**src/rtl/wcpg_pkg.sv**
```systemverilog
`timescale 1ns / 1ps

package wcpg_pkg;

  // Fixed field widths of the event and result items.
  localparam int PID_W      = 31;
  localparam int DAY_W      = 16;
  localparam int OUT_WORD_W = 24;

  // Configuration port layout.
  localparam int CFG_ADDR_W = 3;
  localparam int CFG_DATA_W = 32;

  // Register indexes (word address = byte address / 4).
  localparam logic REG_WINDOW_DAYS = 1'b0;

  // Reset value of the window register.
  localparam logic [DAY_W-1:0] WINDOW_DAYS_RESET = 16'd7;

  // Sequencer states.
  typedef enum logic [1:0] {
    ST_IDLE,
    ST_EVICT,
    ST_SCAN,
    ST_FLUSH
  } wcpg_state_t;

  // Commands from the sequencer to the datapath.
  typedef struct packed {
    logic load;
    logic evict;
    logic start_scan;
    logic scan_step;
    logic finish;
  } wcpg_cmd_t;

  // Status from the datapath to the sequencer.
  typedef struct packed {
    logic evict_hit;
    logic scan_done;
    logic scan_hold;
    logic out_free;
  } wcpg_status_t;

endpackage

```
**src/rtl/wcpg_ctrl.sv**
```systemverilog
`timescale 1ns / 1ps

module wcpg_ctrl (
  input  logic                  clk,
  input  logic                  rst_n,
  input  logic                  in_valid,
  output logic                  in_stall,
  input  wcpg_pkg::wcpg_status_t status,
  output wcpg_pkg::wcpg_cmd_t    cmd
);
  import wcpg_pkg::*;

  wcpg_state_t state_r;
  wcpg_state_t state_nxt;

  // State register.
  always_ff @(posedge clk) begin
    if (!rst_n) begin
      state_r <= ST_IDLE;
    end else begin
      state_r <= state_nxt;
    end
  end

  // Next-state logic.
  always_comb begin
    state_nxt = state_r;
    unique case (state_r)
      ST_IDLE: begin
        if (in_valid) begin
          state_nxt = ST_EVICT;
        end
      end
      ST_EVICT: begin
        if (!status.evict_hit) begin
          state_nxt = ST_SCAN;
        end
      end
      ST_SCAN: begin
        if (status.scan_done) begin
          state_nxt = ST_FLUSH;
        end
      end
      ST_FLUSH: begin
        if (status.out_free) begin
          state_nxt = ST_IDLE;
        end
      end
      default: state_nxt = ST_IDLE;
    endcase
  end

  // Command outputs.
  always_comb begin
    cmd      = '0;
    in_stall = 1'b1;
    unique case (state_r)
      ST_IDLE: begin
        in_stall = 1'b0;
        cmd.load = in_valid;
      end
      ST_EVICT: begin
        cmd.evict      = status.evict_hit;
        cmd.start_scan = !status.evict_hit;
      end
      ST_SCAN: begin
        cmd.scan_step = !status.scan_done && !status.scan_hold;
      end
      ST_FLUSH: begin
        cmd.finish = status.out_free;
      end
      default: begin
        in_stall = 1'b1;
      end
    endcase
  end

endmodule

```
**src/rtl/wcpg_dp.sv**
```systemverilog
`timescale 1ns / 1ps

module wcpg_dp #(
  parameter int WINDOW_DEPTH = 32,
  parameter int WORD_BITS    = 24
) (
  input  logic                                clk,
  input  logic                                rst_n,
  input  wcpg_pkg::wcpg_cmd_t                  cmd,
  output wcpg_pkg::wcpg_status_t               status,
  input  logic [wcpg_pkg::DAY_W-1:0]          window_days,
  input  logic [wcpg_pkg::PID_W-1:0]          in_patient_id,
  input  logic [wcpg_pkg::DAY_W-1:0]          in_day,
  input  logic [wcpg_pkg::OUT_WORD_W-1:0]     in_word,
  output logic                                out_valid,
  input  logic                                out_stall,
  output logic                                out_pair_valid,
  output logic [wcpg_pkg::OUT_WORD_W-1:0]     out_word_low,
  output logic [wcpg_pkg::OUT_WORD_W-1:0]     out_word_high,
  output logic                                out_dropped,
  output logic                                out_last
);
  import wcpg_pkg::*;

  localparam int PW = (WINDOW_DEPTH > 1) ? $clog2(WINDOW_DEPTH) : 1;
  localparam int FW = $clog2(WINDOW_DEPTH + 1);
  localparam int SW = (WORD_BITS < OUT_WORD_W) ? WORD_BITS : OUT_WORD_W;

  // Circular slot index: (base + offset) mod depth, one compare and subtract.
  function automatic logic [PW-1:0] slot_of(input logic [PW-1:0] base,
                                            input logic [FW-1:0] ofs);
    logic [FW:0] sum;
    sum = (FW+1)'(base) + (FW+1)'(ofs);
    if (sum >= (FW+1)'(WINDOW_DEPTH)) begin
      sum = sum - (FW+1)'(WINDOW_DEPTH);
    end
    return sum[PW-1:0];
  endfunction

  function automatic logic [PW-1:0] slot_inc(input logic [PW-1:0] base);
    return (base == PW'(WINDOW_DEPTH - 1)) ? '0 : base + PW'(1);
  endfunction

  // Window store.
  logic [DAY_W-1:0] mem_day  [WINDOW_DEPTH];
  logic [SW-1:0]    mem_word [WINDOW_DEPTH];
  logic [DAY_W-1:0] rd_day_r;
  logic [SW-1:0]    rd_word_r;
  logic [PW-1:0]    rd_addr;
  logic [PW-1:0]    wr_addr;

  // Control registers.
  logic [PID_W-1:0] cur_pid_r, cur_pid_nxt;
  logic             have_r, have_nxt;
  logic [PW-1:0]    oldest_r, oldest_nxt;
  logic [FW-1:0]    fill_r, fill_nxt;
  logic [FW-1:0]    k_r, k_nxt;
  logic             drop_r, drop_nxt;
  logic             pend_v_r, pend_v_nxt;
  logic             out_valid_r, out_valid_nxt;

  // Payload registers.
  logic [DAY_W-1:0] day_r;
  logic [SW-1:0]    word_r;
  logic [SW-1:0]    pend_lo_r, pend_hi_r;
  logic             out_pv_r, out_drop_r, out_last_r;
  logic [SW-1:0]    out_lo_r, out_hi_r;

  logic             new_patient;
  logic             in_win;
  logic             out_free;
  logic             push;
  logic [SW-1:0]    pair_lo, pair_hi;

  // Day window test shared by eviction and scan; a later stored day counts as inside.
  assign in_win = ({1'b0, day_r} <= ({1'b0, rd_day_r} + {1'b0, window_days}));

  assign new_patient = !have_r || (in_patient_id != cur_pid_r);
  assign out_free    = !out_valid_r || !out_stall;

  // Ordered pair of the current event's word and the stored word.
  assign pair_lo = (word_r < rd_word_r) ? word_r : rd_word_r;
  assign pair_hi = (word_r < rd_word_r) ? rd_word_r : word_r;

  assign status.evict_hit = (fill_r != '0) && !in_win;
  assign status.scan_done = (k_r == fill_r);
  assign status.scan_hold = in_win && pend_v_r && !out_free;
  assign status.out_free  = out_free;

  // A result leaves when a new match displaces the pending pair, or at the end.
  assign push = (cmd.scan_step && in_win && pend_v_r) || cmd.finish;

  // Next values of the control registers.
  always_comb begin
    cur_pid_nxt = cur_pid_r;
    have_nxt    = have_r;
    oldest_nxt  = oldest_r;
    fill_nxt    = fill_r;
    k_nxt       = k_r;
    drop_nxt    = drop_r;
    pend_v_nxt  = pend_v_r;
    if (cmd.load) begin
      k_nxt      = '0;
      pend_v_nxt = 1'b0;
      if (new_patient) begin
        cur_pid_nxt = in_patient_id;
        have_nxt    = 1'b1;
        oldest_nxt  = '0;
        fill_nxt    = '0;
      end
    end
    if (cmd.evict) begin
      oldest_nxt = slot_inc(oldest_r);
      fill_nxt   = fill_r - FW'(1);
    end
    if (cmd.start_scan) begin
      drop_nxt = (fill_r == FW'(WINDOW_DEPTH));
    end
    if (cmd.scan_step) begin
      k_nxt = k_r + FW'(1);
      if (in_win) begin
        pend_v_nxt = 1'b1;
      end
    end
    if (cmd.finish) begin
      pend_v_nxt = 1'b0;
      if (drop_r) begin
        oldest_nxt = slot_inc(oldest_r);
      end else begin
        fill_nxt = fill_r + FW'(1);
      end
    end
  end

  assign out_valid_nxt = push || (out_valid_r && out_stall);

  always_ff @(posedge clk) begin
    if (!rst_n) begin
      cur_pid_r   <= '0;
      have_r      <= 1'b0;
      oldest_r    <= '0;
      fill_r      <= '0;
      k_r         <= '0;
      drop_r      <= 1'b0;
      pend_v_r    <= 1'b0;
      out_valid_r <= 1'b0;
    end else begin
      cur_pid_r   <= cur_pid_nxt;
      have_r      <= have_nxt;
      oldest_r    <= oldest_nxt;
      fill_r      <= fill_nxt;
      k_r         <= k_nxt;
      drop_r      <= drop_nxt;
      pend_v_r    <= pend_v_nxt;
      out_valid_r <= out_valid_nxt;
    end
  end

  // Event capture and pending pair.
  always_ff @(posedge clk) begin
    if (cmd.load) begin
      day_r  <= in_day;
      word_r <= in_word[SW-1:0];
    end
    if (cmd.scan_step && in_win) begin
      pend_lo_r <= pair_lo;
      pend_hi_r <= pair_hi;
    end
  end

  // Output register.
  always_ff @(posedge clk) begin
    if (push) begin
      out_drop_r <= drop_r;
      if (cmd.finish) begin
        out_pv_r   <= pend_v_r;
        out_lo_r   <= pend_v_r ? pend_lo_r : '0;
        out_hi_r   <= pend_v_r ? pend_hi_r : '0;
        out_last_r <= 1'b1;
      end else begin
        out_pv_r   <= 1'b1;
        out_lo_r   <= pend_lo_r;
        out_hi_r   <= pend_hi_r;
        out_last_r <= 1'b0;
      end
    end
  end

  // The read address follows the next scan position so data lands as it is needed.
  assign rd_addr = slot_of(oldest_nxt, k_nxt);
  assign wr_addr = drop_r ? oldest_r : slot_of(oldest_r, fill_r);

  always_ff @(posedge clk) begin
    if (cmd.finish) begin
      mem_day[wr_addr]  <= day_r;
      mem_word[wr_addr] <= word_r;
    end
    rd_day_r  <= mem_day[rd_addr];
    rd_word_r <= mem_word[rd_addr];
  end

  assign out_valid      = out_valid_r;
  assign out_pair_valid = out_pv_r;
  assign out_word_low   = OUT_WORD_W'(out_lo_r);
  assign out_word_high  = OUT_WORD_W'(out_hi_r);
  assign out_dropped    = out_drop_r;
  assign out_last       = out_last_r;

endmodule

```
**src/rtl/windowed_cooccurrence_pair_generator_top.sv**
```systemverilog
`timescale 1ns / 1ps

// Emits co-occurrence pairs for a stream of events sorted by patient and day.
// Each accepted event produces one transaction per stored event of the same
// patient within window_days (smaller word first), oldest first, or a single
// transaction with out_pair_valid low when nothing matches; out_last marks the
// final one and out_dropped flags events that pushed an entry out of a full
// store. After acceptance an event passes through eviction of the oldest entries
// that lie outside the window, a scan of the entries left and a flush of the
// last result; stalls on the result side lengthen the scan and the flush. The
// entries evicted and those left to scan never exceed WINDOW_DEPTH together.
// The single read port of the window store, which the sequencer walks one
// entry per cycle while the result side does not stall, sets the pace. The
// input is stalled from acceptance until the last result is handed to the
// output register. window_days resets to 7 and is written at byte address 0.
module windowed_cooccurrence_pair_generator_top #(
  parameter int WINDOW_DEPTH = 32,
  parameter int WORD_BITS    = 24
) (
  input  logic                                clk,
  input  logic                                rst_n,
  input  logic                                in_valid,
  output logic                                in_stall,
  input  logic [wcpg_pkg::PID_W-1:0]          in_patient_id,
  input  logic [wcpg_pkg::DAY_W-1:0]          in_day,
  input  logic [wcpg_pkg::OUT_WORD_W-1:0]     in_word,
  output logic                                out_valid,
  input  logic                                out_stall,
  output logic                                out_pair_valid,
  output logic [wcpg_pkg::OUT_WORD_W-1:0]     out_word_low,
  output logic [wcpg_pkg::OUT_WORD_W-1:0]     out_word_high,
  output logic                                out_dropped,
  output logic                                out_last,
  input  logic                                psel,
  input  logic                                penable,
  input  logic                                pwrite,
  input  logic [wcpg_pkg::CFG_ADDR_W-1:0]     paddr,
  input  logic [wcpg_pkg::CFG_DATA_W-1:0]     pwdata,
  output logic [wcpg_pkg::CFG_DATA_W-1:0]     prdata,
  output logic                                pready
);
  import wcpg_pkg::*;

  logic [DAY_W-1:0] window_r;
  logic             reg_sel;
  wcpg_cmd_t        cmd;
  wcpg_status_t     status;

  // Register file: one window register, access never waits (pready held high).
  assign pready  = 1'b1;
  assign reg_sel = (paddr[2] == REG_WINDOW_DAYS);

  always_ff @(posedge clk) begin
    if (!rst_n) begin
      window_r <= WINDOW_DAYS_RESET;
    end else if (psel && penable && pwrite && pready && reg_sel) begin
      window_r <= pwdata[DAY_W-1:0];
    end
  end

  assign prdata = reg_sel ? CFG_DATA_W'(window_r) : '0;

  // Sequencer.
  wcpg_ctrl u_ctrl (
    .clk      (clk),
    .rst_n    (rst_n),
    .in_valid (in_valid),
    .in_stall (in_stall),
    .status   (status),
    .cmd      (cmd)
  );

  // Window store, scan and result datapath.
  wcpg_dp #(
    .WINDOW_DEPTH (WINDOW_DEPTH),
    .WORD_BITS    (WORD_BITS)
  ) u_dp (
    .clk            (clk),
    .rst_n          (rst_n),
    .cmd            (cmd),
    .status         (status),
    .window_days    (window_r),
    .in_patient_id  (in_patient_id),
    .in_day         (in_day),
    .in_word        (in_word),
    .out_valid      (out_valid),
    .out_stall      (out_stall),
    .out_pair_valid (out_pair_valid),
    .out_word_low   (out_word_low),
    .out_word_high  (out_word_high),
    .out_dropped    (out_dropped),
    .out_last       (out_last)
  );

endmodule

```
**config.mk**
```make
export PLATFORM = sky130hd
export DESIGN_NAME = windowed_cooccurrence_pair_generator_top
export DESIGN_NICKNAME = d
export VERILOG_FILES = /design/src/rtl/wcpg_pkg.sv /design/src/rtl/wcpg_ctrl.sv /design/src/rtl/wcpg_dp.sv /design/src/rtl/windowed_cooccurrence_pair_generator_top.sv
export SDC_FILE = /design/constraint.sdc
export NUM_CORES = 1
export LEC_CHECK = 0
export BUFFER_PORTS_ARGS = -buffer_cell sky130_fd_sc_hd__buf_4
export CAP_MARGIN = 25
export CORE_ASPECT_RATIO = 0.8
export CORE_MARGIN = 2
export CORE_UTILIZATION = 55
export CTS_BUF_LIST = sky130_fd_sc_hd__clkbuf_4 sky130_fd_sc_hd__clkbuf_8
export DETAILED_ROUTE_END_ITERATION = 6
export GPL_TIMING_DRIVEN = 0
export PLACE_DENSITY = 0.78
export RECOVER_POWER = 50
export SYNTH_ARGS = -nofsm -noshare
export SYNTH_HDL_FRONTEND = slang
export SYNTH_SLANG_ARGS = --single-unit
export TNS_END_PERCENT = 10
```
**constraint.sdc**
```tcl
create_clock -name clk -period 10.3 [get_ports clk]
set_input_delay 1.545 -clock clk [delete_from_list [all_inputs] [get_ports clk]]
set_output_delay 1.545 -clock clk [all_outputs]
set_load 0.03 [all_outputs]
```
==> impl_metrics.csv <==
group,metric,value,unit
logic_synthesis,syn_area,0.0601,mm2
cts,htree_levels,4,
worst_setup_path,crit_arrival,10.73,ns
cts,cts_buffer_depth,3,
final_layout,regArea,0.0448,mm2
final_layout,finalNetCount,3523,
cts,cts-root-buf,"clkbuf_8",
sta,setup_viol,0,
final_layout,multi_input_area,0.0148,mm2
worst_setup_path,cp-start-kind,"flop",
logic_synthesis,synth_edf_count,1419,
logic_synthesis,synth_seq_cells,1529,
place,io_buffers,163,
sta,max_freq,101,MHz
sta,rsz0062_at_grt,"true",
drt,ant_nets,0,
worst_setup_path,worst-setup-path-type,"reg2reg",
cts,clkTransAtPathRegs,0.06,ns
logic_synthesis,yosysUniqueCellTypes,66,
place,placed_cells,4493,
drt,wl,147,mm
worst_setup_path,path_max_fanout,10,
worst_setup_path,required,11.08,ns
logic_synthesis,yosysSeqAreaShare,74.6,%
drt,drtIter0Drc,4273,
final_layout,mostFrequentLayoutCell,"edfxtp_1",
cts,numClockSinks,1529,
power_and_ir_drop,power_density,215,mW/mm2
cts,cts_tree,"done",
flow_run,maxCapViolations,1,
final_layout,drive_above_1_share,32.8,%
logic_synthesis,yosys.area.top_type,"edfxtp_1",
floorplanning,initial_utilization,55.5,%
floorplanning,io_pins,199,
global_route,grt_max_degree,52,
drt,drt-vias-per-instance,6.25,
sta,clock_skew,0.0397,ns
final_layout,synthToLayoutAreaGrowth,15.1,%
sta,slew_viol_final,0,
global_route,antenna_found_initial,3,
worst_setup_path,cp_top_family,"compound AO/OA/AOI/OAI gates",
worst_setup_path,slowest_stage,"clkbuf_1",
cts,worst_skew_pair.late_latency,0.92,ns
final_layout,instances_no_fill,4951,
final_layout,fillers,6789,
global_route,grt_pass1_wl,206,mm
final_layout,mostFrequentLayoutCells,"1419 x edfxtp_1, 400 x mux4_2, 232 x clkbuf_8",
power_and_ir_drop,ir_drop,0.159,mV
global_route,grt-ovfl-total,0,
status,violations,"DRC, capacitance limit",
sta,post-route-period-util,96.6,%
worst_setup_path,end_kind,"flop",
cts,postCtsSetupBuffers,0,
logic_synthesis,synthCells,2834,
floorplanning,die_h,300,um
worst_setup_path,cp-startpoint,"window_r[1]",
sta,timing.final.crit_period,9.95,ns
sta,worst_slew_pin_slew,1.49,ns
place,dp_hpwl,92.2,mm
worst_setup_path,path_buf_inv,4,
min_path,hp-start,"u_dp.word_r[12]",
floorplanning,die_area,0.112,mm2
sta,relSlewSlack,0.559,%
drt,wl_per_cell,29.7,um
status,outcome,"complete, but fails checks",
logic_synthesis,async_reset_ff_share,0,%
cts,cts_resized,0,
worst_setup_path,reg2reg_slack,0.35,ns
logic_synthesis,synth.avg_cell_area,21.2,um2
logic_synthesis,ys_top_cells_by_area,"edfxtp_1 71%, mux4_2 15%, dfxtp_1 3.7%",
min_path,hold_path.class,"reg2reg",
global_route,grtUsageTotal,25.7,%
floorplanning,core,0.108,mm2
global_route,grt_pass1_vias,31100,
drt,dr.pass1.iters,7,
floorplanning,die_x,374,um
sta,timing.setup.tns,0,ns
worst_setup_path,r2r-start,"window_r[1]",
worst_setup_path,cp_slowest_stage_delay,0.84,ns
cts,ctsHoldBuffers,0,
power_and_ir_drop,leakagePower,22.4,nW
logic_synthesis,ys_warn_count,0,
place,gp_congestion,0.853,
drt,drc,50,
drt,num_vias,31000,
logic_synthesis,synth_ff_type,"edfxtp_1",
sta,hold_viol,0,
cts,cts_inserted_buffers,221,
logic_synthesis,netlist.area_leader.share,70.9,%
floorplanning,rows,108,
[cells by family (layout without fill, tap and decap cells)]
kind of cell / Yosys count / count (layout) / share of synthesized area (%)
flops: 1529 / 1529 / 74.6
compound gates: 125 / 125 / 1.25
simple gates: 334 / 334 / 2.83
fa+ha+maj: 77 / 77 / 1.64
buf+inv: 183 / 853 / 1.31
mux: 525 / 525 / 17.5
other cells: 2 / 19 / 0.0125
xor+xnor: 59 / 59 / 0.872
[layout make-up]
cell class	count	share of cell area, %
Sequential cell	1529	64.8
Multi-Input combinational cell	1137	21.4
Clock buffer	302	5.38
Timing Repair Buffer	261	3.68
Tap cell	1430	2.59
Clock inverter	107	0.973
Buffer	141	0.915
Inverter	42	0.228
Antenna cell	2	0.00723
[synth_stat cells, drive strengths merged (34+ instances only)]
library cell	instances
dfxtp	110
clkbuf	102
a21oi	52
xnor2	42
nor2b	73
buf	39
ha	74
nor2	101
nand2	62
mux2	91
edfxtp	1419
mux2i	34
inv	41
mux4	400
[through the flow]
step                power [W]  hold slack, ns  util [%]  setup WS [ns]  cell area [um2]
floorplan             0.00923           0.406         -           1.99            60200
global placement      0.00995           0.471      58.3          -1.47            63200
detailed placement     0.0101           0.471      59.5          0.461            64500
CTS                    0.0148           0.485      63.6          0.400            68900
global route           0.0154           0.466      63.8        -0.0489            69200
finish                 0.0149           0.461      63.8          0.351            69200
[sequential cells by signal, summed over array words and instances, names as in the netlist, 16 cells and up]
signal              count
u_dp.cur_pid_r         31
u_dp.day_r             16
u_dp.mem_day          512
u_dp.mem_word         768
u_dp.out_word_high     24
u_dp.out_word_low      24
u_dp.pend_hi_r         24
u_dp.pend_lo_r         24
u_dp.rd_day_r          16
u_dp.rd_word_r         24
u_dp.word_r            24
window_r               16
[report_power, final]
group,switching (W),total [W],internal (W)
Combinational,0.00139,0.00251,0.00112
Sequential,0.000254,0.00759,0.00733
Clock,0.00230,0.00479,0.00249
[path summary, 6_finish.rpt]
check | end | cells after the start
worst max-delay path | u_dp.rd_day_r[8] | 28
worst min-delay path | u_dp.mem_word[10][12] | 0
worst max register to register | u_dp.rd_day_r[8] | 28
worst min register to register | u_dp.mem_word[10][12] | 0
[metal layers]
| metal | vias to the layer above | GRT usage, % | part of all wire, % |
|---|---|---|---|
| met2 | 2108 | 40.0 | 48 |
| met4 | 2 | 8.54 | 3.1 |
| met5 | - | 0 | 0.0088 |
| met1 | 15900 | 35.9 | 38 |
| met3 | 296 | 6.91 | 12 |
| li1 | 12600 | - | - |
Power figures use the tool's default switching activity.
